**src/hdl/bcss_pkg.sv**
```systemverilog
// ----------------------------------------------------------------------------
// bcss_pkg
// Shared types and codes of the bad-character substring search block.
// ----------------------------------------------------------------------------
package bcss_pkg;

  // Item kinds on the input channel.
  localparam logic KIND_PATTERN = 1'b0;
  localparam logic KIND_TEXT    = 1'b1;

  // Result status codes.
  localparam logic [1:0] STATUS_FOUND     = 2'd0;
  localparam logic [1:0] STATUS_NOT_FOUND = 2'd1;
  localparam logic [1:0] STATUS_OVERFLOW  = 2'd2;

  localparam int unsigned POSITION_W = 12;

  typedef enum logic [2:0] {
    S_PATTERN,
    S_TEXT,
    S_DECIDE,
    S_FETCH,
    S_CMP,
    S_STEP,
    S_SHIFT
  } state_t;

  // Commands from the controller to the datapath.
  typedef struct packed {
    logic       pat_wr;       // store a pattern byte
    logic       txt_wr;       // store a text byte
    logic       init_search;  // s = 0, j = m - 1, limit = n - m
    logic       dec_j;        // step to the next pattern byte leftward
    logic       calc_step;    // register the bad-character shift
    logic       apply_step;   // advance s, restart j
    logic       emit;         // present a result and clear for a new pattern
    logic [1:0] code;         // status of the emitted result
    logic       use_s;        // position comes from s
  } dp_cmd_t;

  // Status from the datapath to the controller.
  typedef struct packed {
    logic ovf;          // a store overflowed during this pattern and text
    logic pat_empty;    // no pattern bytes
    logic pat_longer;   // pattern longer than text
    logic byte_eq;      // fetched pattern and text bytes match
    logic j_zero;       // compare index at the leftmost pattern byte
    logic fits;         // advanced alignment still inside the text
  } dp_sts_t;

endpackage

```
**src/hdl/bcss_ctrl.sv**
```systemverilog
// ----------------------------------------------------------------------------
// bcss_ctrl
// Controller: load phases, search sequencing and result emission.
// ----------------------------------------------------------------------------
module bcss_ctrl (
  input  logic             clk,
  input  logic             rst,
  input  logic             start,
  input  logic             kind,
  input  logic             has_byte,
  input  logic             last,
  input  bcss_pkg::dp_sts_t sts,
  output bcss_pkg::dp_cmd_t cmd,
  output logic             busy
);
  import bcss_pkg::*;

  state_t state;
  state_t state_next;

  always_ff @(posedge clk) begin
    if (rst) begin
      state <= S_PATTERN;
    end else begin
      state <= state_next;
    end
  end

  assign busy = (state != S_PATTERN) && (state != S_TEXT);

  always_comb begin
    state_next = state;
    cmd        = '0;
    unique case (state)
      S_PATTERN: begin
        // Items of the wrong kind are dropped, last flag included.
        if (start && (kind == KIND_PATTERN)) begin
          cmd.pat_wr = has_byte;
          if (last) begin
            state_next = S_TEXT;
          end
        end
      end
      S_TEXT: begin
        if (start && (kind == KIND_TEXT)) begin
          cmd.txt_wr = has_byte;
          if (last) begin
            state_next = S_DECIDE;
          end
        end
      end
      S_DECIDE: begin
        if (sts.ovf) begin
          cmd.emit   = 1'b1;
          cmd.code   = STATUS_OVERFLOW;
          state_next = S_PATTERN;
        end else if (sts.pat_empty) begin
          cmd.emit   = 1'b1;
          cmd.code   = STATUS_FOUND;
          state_next = S_PATTERN;
        end else if (sts.pat_longer) begin
          cmd.emit   = 1'b1;
          cmd.code   = STATUS_NOT_FOUND;
          state_next = S_PATTERN;
        end else begin
          cmd.init_search = 1'b1;
          state_next      = S_FETCH;
        end
      end
      S_FETCH: begin
        state_next = S_CMP;
      end
      S_CMP: begin
        if (sts.byte_eq) begin
          if (sts.j_zero) begin
            cmd.emit   = 1'b1;
            cmd.code   = STATUS_FOUND;
            cmd.use_s  = 1'b1;
            state_next = S_PATTERN;
          end else begin
            cmd.dec_j  = 1'b1;
            state_next = S_FETCH;
          end
        end else begin
          state_next = S_STEP;
        end
      end
      S_STEP: begin
        cmd.calc_step = 1'b1;
        state_next    = S_SHIFT;
      end
      S_SHIFT: begin
        if (sts.fits) begin
          cmd.apply_step = 1'b1;
          state_next     = S_FETCH;
        end else begin
          cmd.emit   = 1'b1;
          cmd.code   = STATUS_NOT_FOUND;
          state_next = S_PATTERN;
        end
      end
      default: begin
        state_next = S_PATTERN;
      end
    endcase
  end

endmodule

```
**config.mk**
```make
export PLATFORM = sky130hd
export DESIGN_NAME = bcss_ctrl
export DESIGN_NICKNAME = d
export VERILOG_FILES = /design/src/hdl/bcss_pkg.sv /design/src/hdl/bcss_ctrl.sv
export SDC_FILE = /design/constraint.sdc
export NUM_CORES = 1
export LEC_CHECK = 0
export ABC_CLOCK_PERIOD_IN_PS = 2350
export BUFFER_PORTS_ARGS = -buffer_cell sky130_fd_sc_hd__buf_4
export CORE_AREA = 10 10 47 49
export DETAILED_ROUTE_END_ITERATION = 10
export DIE_AREA = 0 0 57 59
export SETUP_SLACK_MARGIN = 0.15
export SYNTH_ARGS = -nofsm -noshare
export SYNTH_HDL_FRONTEND = slang
export SYNTH_SLANG_ARGS = --single-unit
```
**constraint.sdc**
```tcl
create_clock -name clk -period 2.35 [get_ports clk]
set_clock_uncertainty 0.2 [all_clocks]
set_input_delay 0.705 -clock clk [delete_from_list [all_inputs] [get_ports clk]]
set_output_delay 0.705 -clock clk [all_outputs]
set_load 0.1 [all_outputs]
```
---- After elaboration in Yosys (flattened, before gate mapping) ----
Cells that the tools add are included.
storage, ports and cells
  bits in registers ....................... 3
  input bits .............................. 12
  output and inout bits ................... 11
operators by class
  equality and inequality tests ........... 11
  mux-type cells .......................... 33
  bitwise operators ....................... 1
  reduce and logical (&&, ||, !) cells .... 6
operators with widths
  operator              number
  $mux W3               11
  $pmux W3 S7           1
  $mux W1               15
  $eq A3 B3 Y1 const B  3
  $pmux W3 S3           1
  $mux W4               2
  $ne A2 B2 Y1 const B  4
  $eq A3 B2 Y1 const B  2
  $mux W2               3
  $reduce_and A4 Y1     1
  $eq A3 B1 Y1 const B  1
  $logic_and A1 B1 Y1   3
  $logic_not A3 Y1      1
  $ne A3 B1 Y1 const B  1
  $reduce_bool A3 Y1    1
  $not A1 Y1            1

---- Logic depth before layout (Yosys ltp) ----
Gate-level depths: netlist (run 1).
  word-level depth ........................ 4
  mapped depth ............................ 4
  depth with buffers taken out ............ 3

---- Worst setup path after synthesis (run 1) ----
OpenSTA, ideal clock, no wires.
  path type ............................... input to output
  start ................................... input port sts[2] in the netlist's numbering
  end ..................................... output port cmd[6] in the netlist's numbering
  data arrival time ....................... 3887 ps
  required time ........................... 1445 ps
  setup slack ............................. -2442 ps
  stages .................................. 2
  cell sequence ........................... inv_1 -> nor4b_1
RTL lines
  what                line             source
  start: declaration  bcss_ctrl.sv:12  input bcss_pkg::dp_sts_t sts,
  end: declaration    bcss_ctrl.sv:13  output bcss_pkg::dp_cmd_t cmd,

==> impl_metrics.json, run 1 <==
{
  "routed_wirelength_mm": 1.46,
  "total_power_uw": 230,
  "gr-usage-met3_pct": 1.72,
  "global_route_wire_length_before_repair_mm": 2.24,
  "grt_start_max_net_pins": 9,
  "io_pins": 23,
  "max-cap-violations": 0,
  "drt-vias-per-instance": 4.94,
  "finish.net_count": 95,
  "i_o_buffers": 22,
  "coreArea_um2": 1400,
  "rows": 14,
  "hold_viol": 0,
  "synth_area_per_cell_um2": 7.43,
  "synth_seq_area_share_pct": 17.6,
  "synth_cell_types": 29,
  "critical_path.reg2reg.startpoint": "state[2]$_SDFFE_PP0P_",
  "multi_input_area_um2": 409,
  "failing_checks": "negative setup slack",
  "internal_uw": 158,
  "slowest_stage": "or4_4",
  "switching_power_uw": 72.0,
  "timing_worst_slew_pin_value_ns": 0.462,
  "power-per-cell-area_nw_per_um2": 235,
  "syn_inst": 46,
  "synthesis.area_um2": 342,
  "largest_registers": "state (3)",
  "crit_path_max_incr_delay_ns": 0.55,
  "largest_register_ffs": 3,
  "route.detailed.wl_per_inst_um": 14.9,
  "clk_pin_slew_ns": 0.04,
  "synth.yosys.warnings": 0,
  "max-vdd-ir-drop_mv": 0.172,
  "dr_total_vias": 484,
  "cts.htree.levels": 1,
  "critical_path.startpoint_type": "primary input",
  "holdCritPathClass": "flop to flop",
  "post-route-worst-setup-slack_ns": -0.229,
  "worst_ep_arrival_time_ns": 1.67,
  "worstSetupPathType": "primary input to output port",
  "synth-simple-area-share_pct": 46.5,
  "portion_of_netlist_area_occupied_by_mux_cells_pct": 0,
  "seq_area_um2": 68.8,
  "worst_hold_startpoint": "state[1]$_SDFFE_PP0P_",
  "clock_path_buffers": 2,
  "critical_path.n_buffers_inverters": 2,
  "timing.critical_path.cells": "buf_6 -> or4_4 -> nand2_4 -> o21bai_4 -> buf_12",
  "clock_power_share_pct": 40.6,
  "worst-path-max-fanout": 3,
  "fraction_of_the_mapped_netlist_area_in_compound_gates_pct": 26.0,
  "final_max_slew_viol_count": 0,
  "critical_path.top_delay_family": "simple AND/OR/NAND/NOR gates",
  "detail_route.first_pass.iterations": 3,
  "combPwrFrac_pct": 35.8,
  "synth-main-ff-cell": "dfxtp_1",
  "final_layout_size_suffix_gt1_share_pct": 79.3,
  "fin_setup_tns_ns": -0.518,
  "filler_cells_inserted": 101,
  "grt_setup_unrepaired": "true",
  "result_of_the_run": "complete, but fails checks",
  "synth_seq_cells": 3,
  "gr-max-usage-layer": "met2",
  "setup_violations": 3,
  "fin_crit_ns": 2.58,
  "cts.sinks": 3,
  "crit_start": "sts[4]",
  "detail-route-antenna-nets": 0,
  "die_x_um": 57,
  "synth_async_sr_flop_share_pct": 0,
  "area_share_of_xor_xnor_cells_in_the_synthesized_design_pct": 2.56,
  "die_h_um": 59,
  "final_min_period_over_clock_period_pct": 110,
  "track_usage_pct": 7.90,
  "die-area_um2": 3360,
  "global_route.overflow_total": 0,
  "timing.critical_path.required_ns": 1.44,
  "floorplan.initialDensity_pct": 24.4,
  "power.static_leakage_uw": 0.000395,
  "cts_tree": "built",
  "dp_hpwl_um": 995,
  "synth_top_family_by_area": "simple AND/OR/NAND/NOR gates",
  "place.gp.congestion": 0.662,
  "slew_headroom_pct": 69.0,
  "power.share.switching_pct": 31.3,
  "grt_use_met2_pct": 13.2,
  "layout-area-overhead-vs-synth_pct": 187,
  "route.detailed.drc": 0,
  "globalRouteMet1Util_pct": 9.24,
  "reg_with_most_ffs": "state",
  "share_seq_of_total_power_pct": 23.6,
  "hold_slack_final_ns": 0.434,
  "drt_first_iter_violations": 2,
  "first_global_vias": 550,
  "critical_path.endpoint_type": "output port",
  "antenna-diode-count": 0,
  "root_buffer": "clkbuf_4",
  "synthAdderAreaFrac_pct": 0,
  "synth-edff-count": 0,
  "insertion_delay_ns": 0.24,
  "clock.fmax_mhz": 388,
  "number_of_buffers_added_by_the_clock_tree_synthesis_step": 3,
  "syn-num-nets": 58,
  "antenna_found_initial": 0
}
-- through the flow --
stage / setup WS, ns / util [%] / instances / instance area (um^2)
floorplan: -0.336 / - / 46 / 473
global placement: -0.315 / 51.1 / 91 / 716
detailed placement: -0.314 / 51.1 / 91 / 716
CTS: -0.235 / 64.7 / 97 / 907
global route: -0.249 / 69.9 / 98 / 980
finish: -0.229 / 69.9 / 98 / 980
-- layout by cell type, fill, tap and decap left out, types with 2 or more instances in the layout --
cell type / synthesis / layout
nor4b_4: 0 / 2
buf_8: 0 / 2
buf_12: 0 / 9
buf_4: 0 / 11
clkbuf_4: 0 / 3
nand2_4: 0 / 2
nand2_1: 4 / 2
buf_6: 0 / 13
nor2_4: 0 / 5
dfxtp_4: 0 / 2
inv_4: 0 / 2
-- power groups by stage --
stage | Sequential (uW) | Clock [uW] | Combinational (uW)
2_1_floorplan | 54.0 | 0 | 38.0
3_3_place_gp | 56.8 | 0 | 67.2
5_1_grt | 54.8 | 98.2 | 88.0
4_1_cts | 55.4 | 95.8 | 78.3
3_5_place_dp | 56.7 | 0 | 67.8
6_report | 54.4 | 93.4 | 82.4
-- layer usage --
metal  share of wire [%]  up-vias
met5                   0        -
met2                  52       13
met3                 4.4        4
met1                  41      226
li1                    -      241
met4                 2.0        0
-- Yosys cell counts, drive strengths merged (2+ instances only) --
| library cell | n | area share [%] |
|---|---|---|
| o21bai | 2 | 4.4 |
| nand3 | 2 | 2.9 |
| dfxtp | 3 | 18 |
| nor4b | 2 | 5.1 |
| nor2 | 6 | 6.6 |
| inv | 3 | 3.3 |
| and4b | 2 | 6.2 |
| nand2b | 2 | 3.7 |
| nand2 | 4 | 4.4 |
| buf | 2 | 2.9 |
-- kinds of logic after synthesis --
logic type	after synthesis
flops	3
buf+inv	6
simple gates	26
xor+xnor	1
compound gates	10
-- area by class of cell --
class / instances / share of cell area (%)
Sequential cell: 3 / 7.02
Tap cell: 16 / 2.04
Clock buffer: 4 / 2.68
Timing Repair Buffer: 35 / 44.8
Inverter: 3 / 1.66
Multi-Input combinational cell: 37 / 41.8
-- worst register-to-register path, delay by kind of cell, from the launching register on --
kind	cells	cell delay [ns]
AO/OA/AOI/OAI	2	0.52
flip-flops	1	0.35
buffers and inverters	1	0.16
AND/OR/NAND/NOR	1	0.58
-- final timing paths --
check | end | slack, ns | cells after the start
min reg2reg | state[1]$_SDFFE_PP0P_ | 0.43 | 2
min | state[1]$_SDFFE_PP0P_ | 0.43 | 2
max | cmd[3] | -0.23 | 5
max reg2reg | state[1]$_SDFFE_PP0P_ | 0.42 | 4
-- timing repair --
item	CTS	global route
hold buffers	0	0
resized for setup	39	18
cloned	0	0
buffers inserted	2	1
hold endpoints to repair	0	0
pin swaps	8	7
endpoints found under the setup margin	9	11
(Power assumes the default switching activity.)
==> run 2, diff against run 1 <==
--- a/config.mk
+++ b/config.mk
@@ -11,6 +11,7 @@
 export DETAILED_ROUTE_END_ITERATION = 10
 export DIE_AREA = 0 0 57 59
 export SETUP_SLACK_MARGIN = 0.15
+export SKIP_LAST_GASP = 1
 export SYNTH_ARGS = -nofsm -noshare
 export SYNTH_HDL_FRONTEND = slang
 export SYNTH_SLANG_ARGS = --single-unit
==> run 2 against run 1 <==
The run still ends with negative setup slack left. Core utilization down 3.6 points. Sequential share of layout area up 0.11 points. Critical path depth unchanged. Via count fell by 4.1%. Non-clock buffer count unchanged. Die area did not move. Final cell count is the same. Worst hold slack got worse by 0.011 ns. Total power is 1.3% lower. Sequential power rose by 2%. Wire length decreased by 8.6%. Count of clock-buffer cells in the layout stayed put.
==> impl_metrics.json, run 2 (synthesis results as in run 1) <==
{
  "result_of_the_run": "complete, but fails checks",
  "hold_viol": 0,
  "global_route.overflow_total": 0,
  "post-route-worst-setup-slack_ns": -0.244,
  "final_layout_size_suffix_gt1_share_pct": 78.0,
  "die_x_um": 57,
  "io_pins": 23,
  "reg2reg_depth": 4,
  "final_common_cell": "buf_4",
  "final_cell_mix": "buf_4, buf_6, buf_12",
  "worst-path-max-fanout": 3,
  "critical_path.reg2reg.startpoint": "state[2]$_SDFFE_PP0P_",
  "finish.net_count": 95,
  "critical_path.startpoint_type": "primary input",
  "floorplan.initialDensity_pct": 24.4,
  "insertion_delay_ns": 0.23,
  "coreArea_um2": 1400,
  "cts_hold_repair.buffers": 0,
  "detail_route.first_pass.iterations": 4,
  "largest_register_ffs": 3,
  "place.gp.congestion": 0.662,
  "fin_setup_tns_ns": -0.666,
  "number_of_buffers_added_by_the_clock_tree_synthesis_step": 3,
  "die_h_um": 59,
  "grt_start_max_net_pins": 9,
  "setup.reg_to_reg.worst_slack_ns": 0.44,
  "drt-vias-per-instance": 4.73,
  "whs_path_depth": 2,
  "final_max_slew_viol_count": 0,
  "antenna_found_initial": 0,
  "dp_hpwl_um": 995,
  "drt_first_iter_violations": 5,
  "timing.critical_path.required_ns": 1.44,
  "track_usage_pct": 7.94,
  "grt_setup_unrepaired": "true",
  "cts.sinks": 3,
  "max-vdd-ir-drop_mv": 0.180,
  "route.detailed.wl_per_inst_um": 13.6,
  "rows": 14,
  "first_global_vias": 551,
  "placed_cells": 91,
  "max-cap-violations": 0,
  "die-area_um2": 3360,
  "power-per-cell-area_nw_per_um2": 244,
  "clock.fmax_mhz": 385,
  "critical_path.endpoint_type": "output port",
  "worst_ep_arrival_time_ns": 1.69,
  "i_o_buffers": 22,
  "layout.cells.non_filler": 98,
  "root_buffer": "clkbuf_4",
  "detail-route-antenna-nets": 0,
  "clock_path_buffers": 2,
  "route.detailed.drc": 0,
  "cts.htree.levels": 1,
  "reg_with_most_ffs": "state",
  "slew_headroom_pct": 69.5,
  "finalCoreUtilization_pct": 66.3,
  "timing_worst_slew_pin_value_ns": 0.454,
  "routed_wirelength_mm": 1.34,
  "largest_registers": "state (3)",
  "clk_pin_slew_ns": 0.04,
  "holdCritPathClass": "flop to flop",
  "antenna-diode-count": 0,
  "final_min_period_over_clock_period_pct": 110,
  "failing_checks": "negative setup slack",
  "global_route_wire_length_before_repair_mm": 2.26,
  "dr_total_vias": 464,
  "filler_cells_inserted": 104,
  "cts_tree": "built",
  "hold_slack_final_ns": 0.423,
  "layout-area-overhead-vs-synth_pct": 172,
  "worst_hold_startpoint": "state[1]$_SDFFE_PP0P_",
  "fin_crit_ns": 2.59,
  "r2r-end": "state[1]$_SDFFE_PP0P_",
  "power.static_leakage_uw": 0.000387,
  "hold-path-endpoint": "state[1]$_SDFFE_PP0P_",
  "worstSetupPathType": "primary input to output port",
  "setup_violations": 3
}
run 2: per-layer routing:
| metal | routed length, um | share of wire (%) | global-route usage, % |
|---|---|---|---|
| met5 | 0 | 0 | 0 |
| met4 | 0 | 0 | 4.03 |
| met3 | 48 | 3.6 | 1.72 |
| met2 | 718 | 54 | 13.3 |
| met1 | 569 | 43 | 9.24 |
run 2: final cells by class:
cell class	count	area, um^2	area share, %
Multi-Input combinational cell	37	404	43.5
Timing Repair Buffer	35	399	42.9
Sequential cell	3	66.3	7.13
Clock buffer	4	26.3	2.83
Tap cell	16	20.0	2.15
Inverter	3	13.8	1.48
run 2: per-stage QoR:
step / setup WS, ns / cell area [um^2] / power, uW
5_1_grt: -0.259 / 930 / 239
6_report: -0.244 / 930 / 227
4_1_cts: -0.235 / 892 / 228
3_5_place_dp: -0.314 / 716 / 125
3_3_place_gp: -0.315 / 716 / 124
2_1_floorplan: -0.336 / 473 / 91.9
run 2: worst max-delay path: stages:
cell and delay (ns):
buf_6 0.10, or4_4 0.55, nand2_4 0.10, o21bai_4 0.06, buf_12 0.17
run 2: how the worst max path moves through the flow:
stage	start	endpoint	slack (ns)	cells after the start
final	sts[5]	cmd[3]	-0.24	5
after global routing	sts[5]	cmd[3]	-0.26	5
after CTS	sts[5]	cmd[3]	-0.24	5
after detailed placement	sts[4]	cmd[3]	-0.31	5
after global placement	sts[4]	cmd[3]	-0.31	5
after floorplan	sts[1]	cmd[6]	-0.34	1
run 2: what timing repair did:
item                                    CTS  global route
resized for setup                        35             8
buffers inserted                          2             1
pin swaps                                 8             6
endpoints found under the setup margin    9            11
run 2: power breakdown:
group / switching (uW) / internal [uW]
sequential: 3.61 / 51.9
clock: 27.5 / 63.7
combinational: 38.4 / 42.0
total: 69.5 / 158
